--- src/tlpq_pkg.sv ---
`timescale 1ns / 1ps
`default_nettype none
// Shared types and codes for the two-level priority ticket queue.
// No dependencies.
package tlpq_pkg;

  localparam int TICKET_W = 5;
  localparam int LIMIT_W  = 5;
  localparam logic [LIMIT_W-1:0] QUEUE_LIMIT_RST = 5'd10;

  typedef enum logic [1:0] {
    KIND_ADD    = 2'd0,
    KIND_REMOVE = 2'd1,
    KIND_FIND   = 2'd2
  } kind_e;

  typedef enum logic [1:0] {
    ST_DONE    = 2'd0,
    ST_FULL    = 2'd1,
    ST_MISSING = 2'd2
  } status_e;

  // One queue slot as held in the entry RAM.
  typedef struct packed {
    logic [TICKET_W-1:0] ticket;
    logic                gold;
  } entry_t;

endpackage
`default_nettype wire

--- src/tlpq_ram.sv ---
`timescale 1ns / 1ps
`default_nettype none
// Generic simple dual-port RAM: one write port, one read port, registered read.
// No dependencies.
module tlpq_ram #(
  parameter int WIDTH = 8,
  parameter int DEPTH = 16
) (
  input  wire logic                     clk_i,
  input  wire logic                     we_i,
  input  wire logic [$clog2(DEPTH)-1:0] waddr_i,
  input  wire logic [WIDTH-1:0]         wdata_i,
  input  wire logic [$clog2(DEPTH)-1:0] raddr_i,
  output logic      [WIDTH-1:0]         rdata_o
);

  logic [WIDTH-1:0] mem_q [DEPTH];

  always_ff @(posedge clk_i) begin
    if (we_i) begin
      mem_q[waddr_i] <= wdata_i;
    end
    rdata_o <= mem_q[raddr_i];
  end

endmodule
`default_nettype wire

--- src/two_level_priority_ticket_queue_unit.sv ---
`timescale 1ns / 1ps
`default_nettype none
// Two-level priority ticket queue: ordered entry store in one RAM plus a walker FSM.
// Depends on tlpq_pkg and tlpq_ram.
//
// Usage:
//   Input stream (s_axis_*): one transaction per request. tuser carries the
//   request kind (add / remove / find) and the gold flag, tdata the ticket.
//   Output stream (m_axis_*): exactly one transaction per request, in order,
//   with the status in tuser and ticket, category and entry count in tdata.
//   Config: cfg_we_i writes queue_limit; only write while the block is idle.
// Timing:
//   Entries live in a RAM with one read and one write port. Requests walk it
//   one slot per cycle, so the cost is set by that single read port:
//     standard add, refused add, lookup on empty queue: no walk
//     gold add: walks back over standard entries
//     find: walks forward until a hit, remove: walks every filled slot (it compacts the tail)
//   One request is in flight at a time; the next one is taken in the cycle
//   the result lands in the output register.
// Reset: count cleared, limit back to 10, output empty. RAM content is not
//   cleared; only slots below the count are ever read.
// Stall: a result waits in the output register while m_axis_tready_i is low;
//   the next request may be accepted and processed up to its result.
module two_level_priority_ticket_queue_unit
  import tlpq_pkg::*;
#(
  parameter int DEPTH = 16
) (
  input  wire logic        clk_i,
  input  wire logic        rst_ni,
  // config
  input  wire logic        cfg_we_i,
  input  wire logic [4:0]  cfg_wdata_i,      // queue_limit
  // request stream
  input  wire logic        s_axis_tvalid_i,
  output logic             s_axis_tready_o,
  input  wire logic [7:0]  s_axis_tdata_i,   // [4:0] ticket, [7:5] zero
  input  wire logic [2:0]  s_axis_tuser_i,   // [1:0] kind, [2] gold
  // result stream
  output logic             m_axis_tvalid_o,
  input  wire logic        m_axis_tready_i,
  output logic      [15:0] m_axis_tdata_o,   // [4:0] result_ticket, [5] found_gold,
                                             // [10:6] entry_total, [15:11] zero
  output logic      [1:0]  m_axis_tuser_o    // [1:0] status
);

  localparam int AW = $clog2(DEPTH);
  localparam int CW = $clog2(DEPTH + 1);
  localparam int LW = (CW > LIMIT_W) ? CW : LIMIT_W;
  localparam int EW = $bits(entry_t);

  typedef enum logic [2:0] {
    S_IDLE,
    S_SCAN,   // forward walk: find / remove with compaction
    S_BACK,   // backward walk: gold insert, shifting standard entries up
    S_PLACE,  // gold insert lands at slot 0
    S_DONE    // hand result to the output register
  } state_e;

  state_e                state_q, state_d;
  kind_e                 kind_q, kind_d;
  logic [TICKET_W-1:0]   ticket_q, ticket_d;
  logic                  found_q, found_d;
  logic                  fgold_q, fgold_d;
  status_e               status_q, status_d;
  logic [AW-1:0]         ptr_q, ptr_d;
  logic [CW-1:0]         fill_q, fill_d;
  logic [LIMIT_W-1:0]    limit_q, limit_d;
  logic                  m_valid_q, m_valid_d;
  logic [15:0]           m_data_q, m_data_d;
  logic [1:0]            m_user_q, m_user_d;

  // RAM port signals
  logic                  ram_we;
  logic [AW-1:0]         ram_waddr, ram_raddr;
  entry_t                ram_wdata, rdata;
  logic [EW-1:0]         ram_rdata;

  // Request decode
  kind_e                 in_kind;
  logic                  in_gold;
  logic [TICKET_W-1:0]   in_ticket;
  logic                  accept;

  logic [LW-1:0]         fill_ext;
  logic [TICKET_W-1:0]   new_ticket;
  logic                  is_full;
  logic [CW-1:0]         ptr_nx;
  logic                  hit;

  assign in_kind   = kind_e'(s_axis_tuser_i[1:0]);
  assign in_gold   = s_axis_tuser_i[2];
  assign in_ticket = s_axis_tdata_i[TICKET_W-1:0];

  assign s_axis_tready_o = (state_q == S_IDLE);
  assign accept          = s_axis_tvalid_i && s_axis_tready_o;

  assign fill_ext   = LW'(fill_q);
  assign new_ticket = TICKET_W'(fill_ext + LW'(1));
  // limit above DEPTH behaves as DEPTH
  assign is_full    = (fill_ext >= LW'(limit_q)) || (fill_q >= CW'(DEPTH));

  assign rdata  = entry_t'(ram_rdata);
  assign ptr_nx = CW'(ptr_q) + CW'(1);
  assign hit    = !found_q && (rdata.ticket == ticket_q);

  always_comb begin
    state_d   = state_q;
    kind_d    = kind_q;
    ticket_d  = ticket_q;
    found_d   = found_q;
    fgold_d   = fgold_q;
    status_d  = status_q;
    ptr_d     = ptr_q;
    fill_d    = fill_q;
    limit_d   = cfg_we_i ? cfg_wdata_i : limit_q;
    m_valid_d = m_valid_q && !m_axis_tready_i;
    m_data_d  = m_data_q;
    m_user_d  = m_user_q;
    ram_we    = 1'b0;
    ram_waddr = '0;
    ram_wdata = '0;
    ram_raddr = '0;

    unique case (state_q)
      S_IDLE: begin
        if (accept) begin
          kind_d   = in_kind;
          ticket_d = in_ticket;
          found_d  = 1'b0;
          fgold_d  = 1'b0;
          if (in_kind == KIND_ADD) begin
            if (is_full) begin
              status_d = ST_FULL;
              ticket_d = '0;
              state_d  = S_DONE;
            end else begin
              status_d = ST_DONE;
              ticket_d = new_ticket;
              fgold_d  = in_gold;
              fill_d   = fill_q + CW'(1);
              if (in_gold && (fill_q != '0)) begin
                ram_raddr = AW'(fill_q - CW'(1));
                ptr_d     = AW'(fill_q - CW'(1));
                state_d   = S_BACK;
              end else begin
                // append at the tail
                ram_we           = 1'b1;
                ram_waddr        = AW'(fill_q);
                ram_wdata.ticket = new_ticket;
                ram_wdata.gold   = in_gold;
                state_d          = S_DONE;
              end
            end
          end else if (fill_q == '0) begin
            status_d = ST_MISSING;
            state_d  = S_DONE;
          end else begin
            ram_raddr = '0;
            ptr_d     = '0;
            state_d   = S_SCAN;
          end
        end
      end

      S_SCAN: begin
        // after a removal hit, every later slot moves down by one
        if (found_q) begin
          ram_we    = 1'b1;
          ram_waddr = ptr_q - AW'(1);
          ram_wdata = rdata;
        end
        if (hit) begin
          found_d = 1'b1;
          fgold_d = rdata.gold;
        end
        if (hit && (kind_q != KIND_REMOVE)) begin
          status_d = ST_DONE;
          state_d  = S_DONE;
        end else if (ptr_nx >= fill_q) begin
          if (found_q || hit) begin
            status_d = ST_DONE;
            fill_d   = fill_q - CW'(1);
          end else begin
            status_d = ST_MISSING;
          end
          state_d = S_DONE;
        end else begin
          ram_raddr = AW'(ptr_nx);
          ptr_d     = AW'(ptr_nx);
        end
      end

      S_BACK: begin
        ram_we    = 1'b1;
        ram_waddr = ptr_q + AW'(1);
        if (!rdata.gold) begin
          ram_wdata = rdata;
          if (ptr_q == '0) begin
            state_d = S_PLACE;
          end else begin
            ram_raddr = ptr_q - AW'(1);
            ptr_d     = ptr_q - AW'(1);
          end
        end else begin
          ram_wdata.ticket = ticket_q;
          ram_wdata.gold   = 1'b1;
          state_d          = S_DONE;
        end
      end

      S_PLACE: begin
        ram_we           = 1'b1;
        ram_waddr        = ptr_q;
        ram_wdata.ticket = ticket_q;
        ram_wdata.gold   = 1'b1;
        state_d          = S_DONE;
      end

      S_DONE: begin
        if (!m_valid_q || m_axis_tready_i) begin
          m_valid_d = 1'b1;
          m_data_d  = {5'b0, TICKET_W'(fill_ext), fgold_q, ticket_q};
          m_user_d  = status_q;
          state_d   = S_IDLE;
        end
      end

      default: state_d = S_IDLE;
    endcase
  end

  always_ff @(posedge clk_i or negedge rst_ni) begin
    if (!rst_ni) begin
      state_q   <= S_IDLE;
      fill_q    <= '0;
      limit_q   <= QUEUE_LIMIT_RST;
      m_valid_q <= 1'b0;
      found_q   <= 1'b0;
    end else begin
      state_q   <= state_d;
      fill_q    <= fill_d;
      limit_q   <= limit_d;
      m_valid_q <= m_valid_d;
      found_q   <= found_d;
    end
  end

  // payload, no reset
  always_ff @(posedge clk_i) begin
    kind_q   <= kind_d;
    ticket_q <= ticket_d;
    fgold_q  <= fgold_d;
    status_q <= status_d;
    ptr_q    <= ptr_d;
    m_data_q <= m_data_d;
    m_user_q <= m_user_d;
  end

  assign m_axis_tvalid_o = m_valid_q;
  assign m_axis_tdata_o  = m_data_q;
  assign m_axis_tuser_o  = m_user_q;

  tlpq_ram #(
    .WIDTH (EW),
    .DEPTH (DEPTH)
  ) u_entry_ram (
    .clk_i   (clk_i),
    .we_i    (ram_we),
    .waddr_i (ram_waddr),
    .wdata_i (ram_wdata),
    .raddr_i (ram_raddr),
    .rdata_o (ram_rdata)
  );

endmodule
`default_nettype wire
--- config.mk ---
export PLATFORM = sky130hd
export DESIGN_NAME = two_level_priority_ticket_queue_unit
export DESIGN_NICKNAME = d
export VERILOG_FILES = /design/src/tlpq_pkg.sv /design/src/tlpq_ram.sv /design/src/two_level_priority_ticket_queue_unit.sv
export SDC_FILE = /design/constraint.sdc
export NUM_CORES = 1
export LEC_CHECK = 0
export ABC_AREA = 1
export BUFFER_PORTS_ARGS = -buffer_cell sky130_fd_sc_hd__buf_2
export CORE_AREA = 2 2 155 157
export DETAILED_ROUTE_END_ITERATION = 16
export DIE_AREA = 0 0 157 159
export PLACE_DENSITY_LB_ADDON = 0.3
export SYNTH_ARGS = -nofsm -noshare
export SYNTH_HDL_FRONTEND = slang
export SYNTH_SLANG_ARGS = --single-unit
--- constraint.sdc ---
create_clock -name clk_i -period 4.4 [get_ports clk_i]
set_input_delay 0.66 -clock clk_i [delete_from_list [all_inputs] [get_ports clk_i]]
set_output_delay 0.66 -clock clk_i [all_outputs]
set_load 0.005 [all_outputs]
Word-level counts from Yosys, hierarchy flattened
Memory sizes are Yosys's and may differ from the RTL's. A register that Yosys moved wholly into a read port is not among the register bits.
Index checks and enable logic that the tools add are counted.
{ "totals": {"reg_bits": 42, "ramBits": 96, "out_inout_bits": 20, "elab_cells": 148, "n_memories": 1} }
{ "memory_table": {"columns": ["name", "depth", "width", "rd", "rd_clocked_by_memory_dff", "wr", "line_no", "text"], "rows": [
  ["u_entry_ram.mem_q", 16, 6, 1, 1, 1, "tlpq_ram.sv:17", "logic [WIDTH-1:0] mem_q [DEPTH];"]
]} }
{ "op_classes": {"add_sub_neg": 5, "n_lt_le_gt_ge": 3, "eq_ne": 23, "muxes": 78, "n_reduce_logical": 26} }
{ "op_table": {"columns": ["operator", "count"], "rows": [
  ["4-bit 2-to-1 mux", 22],
  ["5-bit 2-to-1 mux", 8],
  ["6-bit 2-to-1 mux", 6],
  ["3-bit 2-to-1 mux", 10],
  ["4-bit one-hot mux with 3 select lines", 2],
  ["6-bit one-hot mux with 4 select lines", 1],
  ["2-bit != test, second input constant", 9],
  ["1-bit 2-to-1 mux", 16],
  ["4-bit one-hot mux with 4 select lines", 1],
  ["3-bit one-hot mux with 5 select lines", 1],
  ["2-bit 2-to-1 mux", 6],
  ["5-bit >= comparator", 2],
  ["5-bit one-hot mux with 2 select lines", 1],
  ["3-bit != test, second input constant", 3],
  ["9-bit AND reduction", 1],
  ["4-bit AND reduction", 2],
  ["7-bit AND reduction", 1],
  ["3-bit by 2-bit == test with 1-bit output, second input constant", 2],
  ["2-bit by 1-bit != test with 1-bit output, second input constant", 3],
  ["3-bit by 2-bit != test with 1-bit output, second input constant", 2],
  ["4-bit by 1-bit adder with 5-bit output, second input constant", 1],
  ["5-bit by 1-bit adder with 5-bit output, second input constant", 1],
  ["5-bit == test", 1],
  ["5-bit >= comparator, second input constant", 1],
  ["other kinds (22)", 32]
]} }

Depth between registers and ports, before layout
{ "depth": {"word_depth": 9, "depth_mapped": 17, "depth_no_buf": 16} }

Cells and area by module
A second synthesis with hierarchy kept.
{ "unflattened": {"hier_cells": 771, "area_unflattened_um2": 7175.6} }
{ "by_module_without_submodules": {"columns": ["mod", "n_inst", "cells_per_inst", "area_each_um2"], "rows": [
  ["tlpq_ram", 1, 420, 4325.4],
  ["two_level_priority_ticket_queue_unit", 1, 351, 2850.2]
]} }

Least setup slack after synthesis
OpenSTA, ideal clock, no wires.
{ "synth_timing": {"path_kind": "register to register", "startpoint": "register limit_q[3]", "endpoint": "memory u_entry_ram.mem_q[0][2] (netlist name) (data pin)", "t_arrival_ns": 2.654, "setup_slack_ns": 1.327, "stages_incl_launch_ff": 10, "n_path_buf": 0, "synth_period_minus_slack_ns": 3.073, "path_cell_list": "dfstp_2 -> inv_1 -> ha_1 -> nand2_1 -> inv_1 -> nand2_1 -> nand3_1 -> nor3_2 -> nand2_1 -> o311ai_0"} }
{ "synth_lines": {"columns": ["element", "line_no", "text"], "rows": [
  ["start, declared", "two_level_priority_ticket_queue_unit.sv:68", "logic [LIMIT_W-1:0] limit_q, limit_d;"],
  ["start signal, assigned", "two_level_priority_ticket_queue_unit.sv:243", "limit_q <= limit_d;"],
  ["end, declared", "tlpq_ram.sv:17", null]
]} }

Worst setup path in the final report
{ "layout_timing": {"startpoint": "register ptr_q[0]", "endpoint": "register u_entry_ram.rdata_o[3], read port of u_entry_ram.mem_q"} }
{ "layout_between": {"elab_chain_len": 5, "word_cells_on_any_way": 9} }
{ "layout_rtl": {"columns": ["element", "line_no", "text"], "rows": [
  ["start, declared", "two_level_priority_ticket_queue_unit.sv:66", "logic [AW-1:0] ptr_q, ptr_d;"],
  ["start signal, assigned", "two_level_priority_ticket_queue_unit.sv:255", "ptr_q <= ptr_d;"],
  ["4-bit by 1-bit adder with 5-bit output", "two_level_priority_ticket_queue_unit.sv:104", "assign ptr_nx = CW'(ptr_q) + CW'(1);"],
  ["5-bit >= comparator", "two_level_priority_ticket_queue_unit.sv:180", "end else if (ptr_nx >= fill_q) begin"],
  ["4-bit 2-to-1 mux", "two_level_priority_ticket_queue_unit.sv:180", null],
  ["4-bit 2-to-1 mux", "two_level_priority_ticket_queue_unit.sv:177", "if (hit && (kind_q != KIND_REMOVE)) begin"],
  ["4-bit one-hot mux with 3 select lines *", "two_level_priority_ticket_queue_unit.sv:125", "unique case (state_q)"],
  ["end, declared", "tlpq_ram.sv:14", "output logic [WIDTH-1:0] rdata_o"]
]} }
Every way passes the cells marked *; elsewhere a longest branch is shown, timed or not.
A chain may end at the register's enable or synchronous reset.

==> flow_metrics.env <==
export IMPL_muxShareOfSynthArea_pct=0.153
export IMPL_hold_class="in -> async"
export IMPL_yosysSeqAreaShare_pct=57.1
export IMPL_grt_first_pass_wirelength_um=28700
export IMPL_synth_seq_cells=144
export IMPL_synth_most_common_cell="nand2_1"
export IMPL_rows=56
export IMPL_yosys_area_top_type_share_pct=50.3
export IMPL_syn_mean_instance_area_um2=9.59
export IMPL_worstSetupStartpointType="register"
export IMPL_grt_pass1_vias=5140
export IMPL_synth_top_cell_by_area="edfxtp_1"
export IMPL_slew_limit_headroom_pct=23.9
export IMPL_dr_pass1_iters=5
export IMPL_report_final_slew_viol_count=0
export IMPL_grt_max_degree=49
export IMPL_synth_compound_gate_area_share_pct=4.41
export IMPL_startpoint="ptr_q[0]"
export IMPL_setup_tns_ns=0
export IMPL_r2r_start="ptr_q[0]"
export IMPL_drt_iter0_drc=418
export IMPL_die_y_um=159
export IMPL_path_class="reg -> reg"
export IMPL_wire_per_inst_um=16.1
export IMPL_synth_area_leaders="edfxtp_1, nand2_1, nand3_1"
export IMPL_diodes=0
export IMPL_crit_required_ns=4.72
export IMPL_synth_ff_type="edfxtp_1"
export IMPL_powerDensity_nw_per_um2=724
export IMPL_p_leak_nw=3.61
export IMPL_syn_inst=766
export IMPL_final_min_clock_period_ns=3.56
export IMPL_htree_num_levels=4
export IMPL_ys_async_sr_fraction_pct=10.4
export IMPL_postCtsSetupBuffers=0
export IMPL_total_power_mw=6.13
export IMPL_initial_utilization_pct=31.7
export IMPL_cts_root_buf="clkbuf_16"
export IMPL_max_freq_mhz=281
export IMPL_synth_cell_types=46
export IMPL_syn_to_final_growth_pct=15.2
export IMPL_synth_top_family_by_area="simple AND/OR/NAND/NOR gates"
export IMPL_syn_cell_area_um2=7350
export IMPL_drc=0
export IMPL_postCtsHoldBufs=0
export IMPL_tightest_slew_ns=1.14
export IMPL_cts_buffers=17
export IMPL_synth_edff_count=123
export IMPL_synthAdderAreaFrac_pct=2.55
export IMPL_setup_violations_final=0
export IMPL_ant_nets=0
export IMPL_arrival_ns=3.87
export IMPL_fin_ws_ns=0.842
export IMPL_dp_hpwl_um=12200
export IMPL_status="finished clean"
export IMPL_gr_total_overflow=0
export IMPL_netlist_top_cells_count="nand2_1, inv_1, edfxtp_1"
export IMPL_cts_resized=0
export IMPL_clkSinkCount=144
export IMPL_dp_slack_ns=0.682
export IMPL_rsz0062_at_grt="false"
export IMPL_avgViaCountPerCell=4.84
export IMPL_cts_clk_slew_worst_paths_ns=0.06
export IMPL_die_w_um=157
export IMPL_period_share_pct=80.9
export IMPL_synth_xor_area_share_pct=1.67
export IMPL_layout_drive_gt1_share_pct=13.8
export IMPL_gp_congestion=0.912
export IMPL_yosys_warnings=0
export IMPL_cts_tree="yes"
export IMPL_gr_usage_all_layers_pct=15.1
export IMPL_core_area_um2=23200
export IMPL_hold_viol=0
export IMPL_drv_cap=0
export IMPL_fin_nets=837
export IMPL_dieArea_um2=25000
export IMPL_clock_latency_ns=0.43
export IMPL_synthSimpleGateAreaFrac_pct=24.6
export IMPL_dr_total_vias=5480
export IMPL_cts_buffer_depth=2
export IMPL_ir_worst_vdd_uv=281
export IMPL_io_buffers=32
export IMPL_worstPathMaxFanout=28
export IMPL_fin_skew_ns=0.0110
export IMPL_pin_count=41
export IMPL_antenna_found_initial=0
export IMPL_routed_wl_um=18200
export IMPL_worstSetupEndpointType="register"
## cell usage in the layout, fill, tap and decap left out, types with 8 or more instances in the layout
master     count
inv_2          8
dfrtp_1       13
ha_1          15
nor2_1        49
nand4_1       53
nand3_1       98
o21ai_0       26
xor2_1         9
buf_2         32
nand2_1      138
clkbuf_16     17
edfxtp_1     123
buf_4         13
inv_1        125
## metrics by stage
stage	area [µm²]	utilization, %	hold slack (ns)	cells
floorplan	7360	-	0.364	770
global placement	7830	33.7	0.403	1101
detailed placement	7830	33.7	0.406	1101
CTS	8450	36.5	0.142	1133
global route	8460	36.5	0.158	1133
finish	8460	36.5	0.139	1133
## per-layer routing
layer,track usage (%),wire (µm),vias to the layer above,share of wire (%)
li1,-,-,2662,-
met5,0,0,-,0
met1,20.7,8450,2626,46
met4,5.50,344,0,1.9
met3,3.76,1040,29,5.7
met2,23.1,8390,163,46
## cell type report
| class | instances | area (µm²) |
|---|---|---|
| Multi-Input combinational cell | 460 | 2480 |
| Timing Repair Buffer | 45 | 258 |
| Tap cell | 319 | 399 |
| Inverter | 133 | 499 |
| Clock buffer | 17 | 425 |
| Sequential cell | 144 | 4190 |
| Clock inverter | 15 | 204 |
| Fill cell | 2329 | 14700 |
## sequential cells by signal, summed over array words and instances, names as in the netlist
name                 flops
u_entry_ram.mem_q       96
m_axis_tdata_o          11
u_entry_ram.rdata_o      6
fill_ext                 5
limit_q                  5
ticket_q                 5
ptr_q                    4
state_q                  3
kind_q                   2
m_axis_tuser_o           2
status_q                 2
fgold_q                  1
found_q                  1
m_axis_tvalid_o          1
## final timing paths
kind	end	slack [ns]	depth (start not counted)
min in group clk_i	m_axis_tuser_o[0]	0.42	0
min reg2reg	m_axis_tuser_o[0]	0.42	0
min	fill_ext[0]	0.14	1
max reg2reg	u_entry_ram.rdata_o[3]	0.84	17
max	u_entry_ram.rdata_o[3]	0.84	17
max in group asynchronous	limit_q[3]	3.96	1
## where the power goes
group / internal, mW / switching, mW
clock network: 0.913 / 0.613
logic: 0.750 / 1.78
registers: 1.90 / 0.166
## worst max-delay path, stage by stage (launching register included)
cell,delay [ns]
edfxtp_1,0.53
inv_1,0.20
ha_1,0.45
ha_1,0.32
o21ai_0,0.07
nand2_1,0.06
nand2_1,0.05
nand2_1,0.12
nor2_1,0.06
nand3_1,0.12
nand3_2,0.53
buf_4,0.43
nand2_1,0.07
nand3_1,0.07
nand2_1,0.14
nand2_1,0.06
nand3_1,0.11
nand2_1,0.06
## logic make-up (layout without fill, tap and decap cells)
family	Yosys count	after routing
AOI/OAI and AO/OA	53	53
xor gates and xnor gates	14	14
adders and majority gates	15	15
buffers and inverters	166	210
DFF	144	144
muxes	1	1
other	1	5
and+or+nand+nor	372	372
No activity file was read; power rests on OpenSTA's default activity.
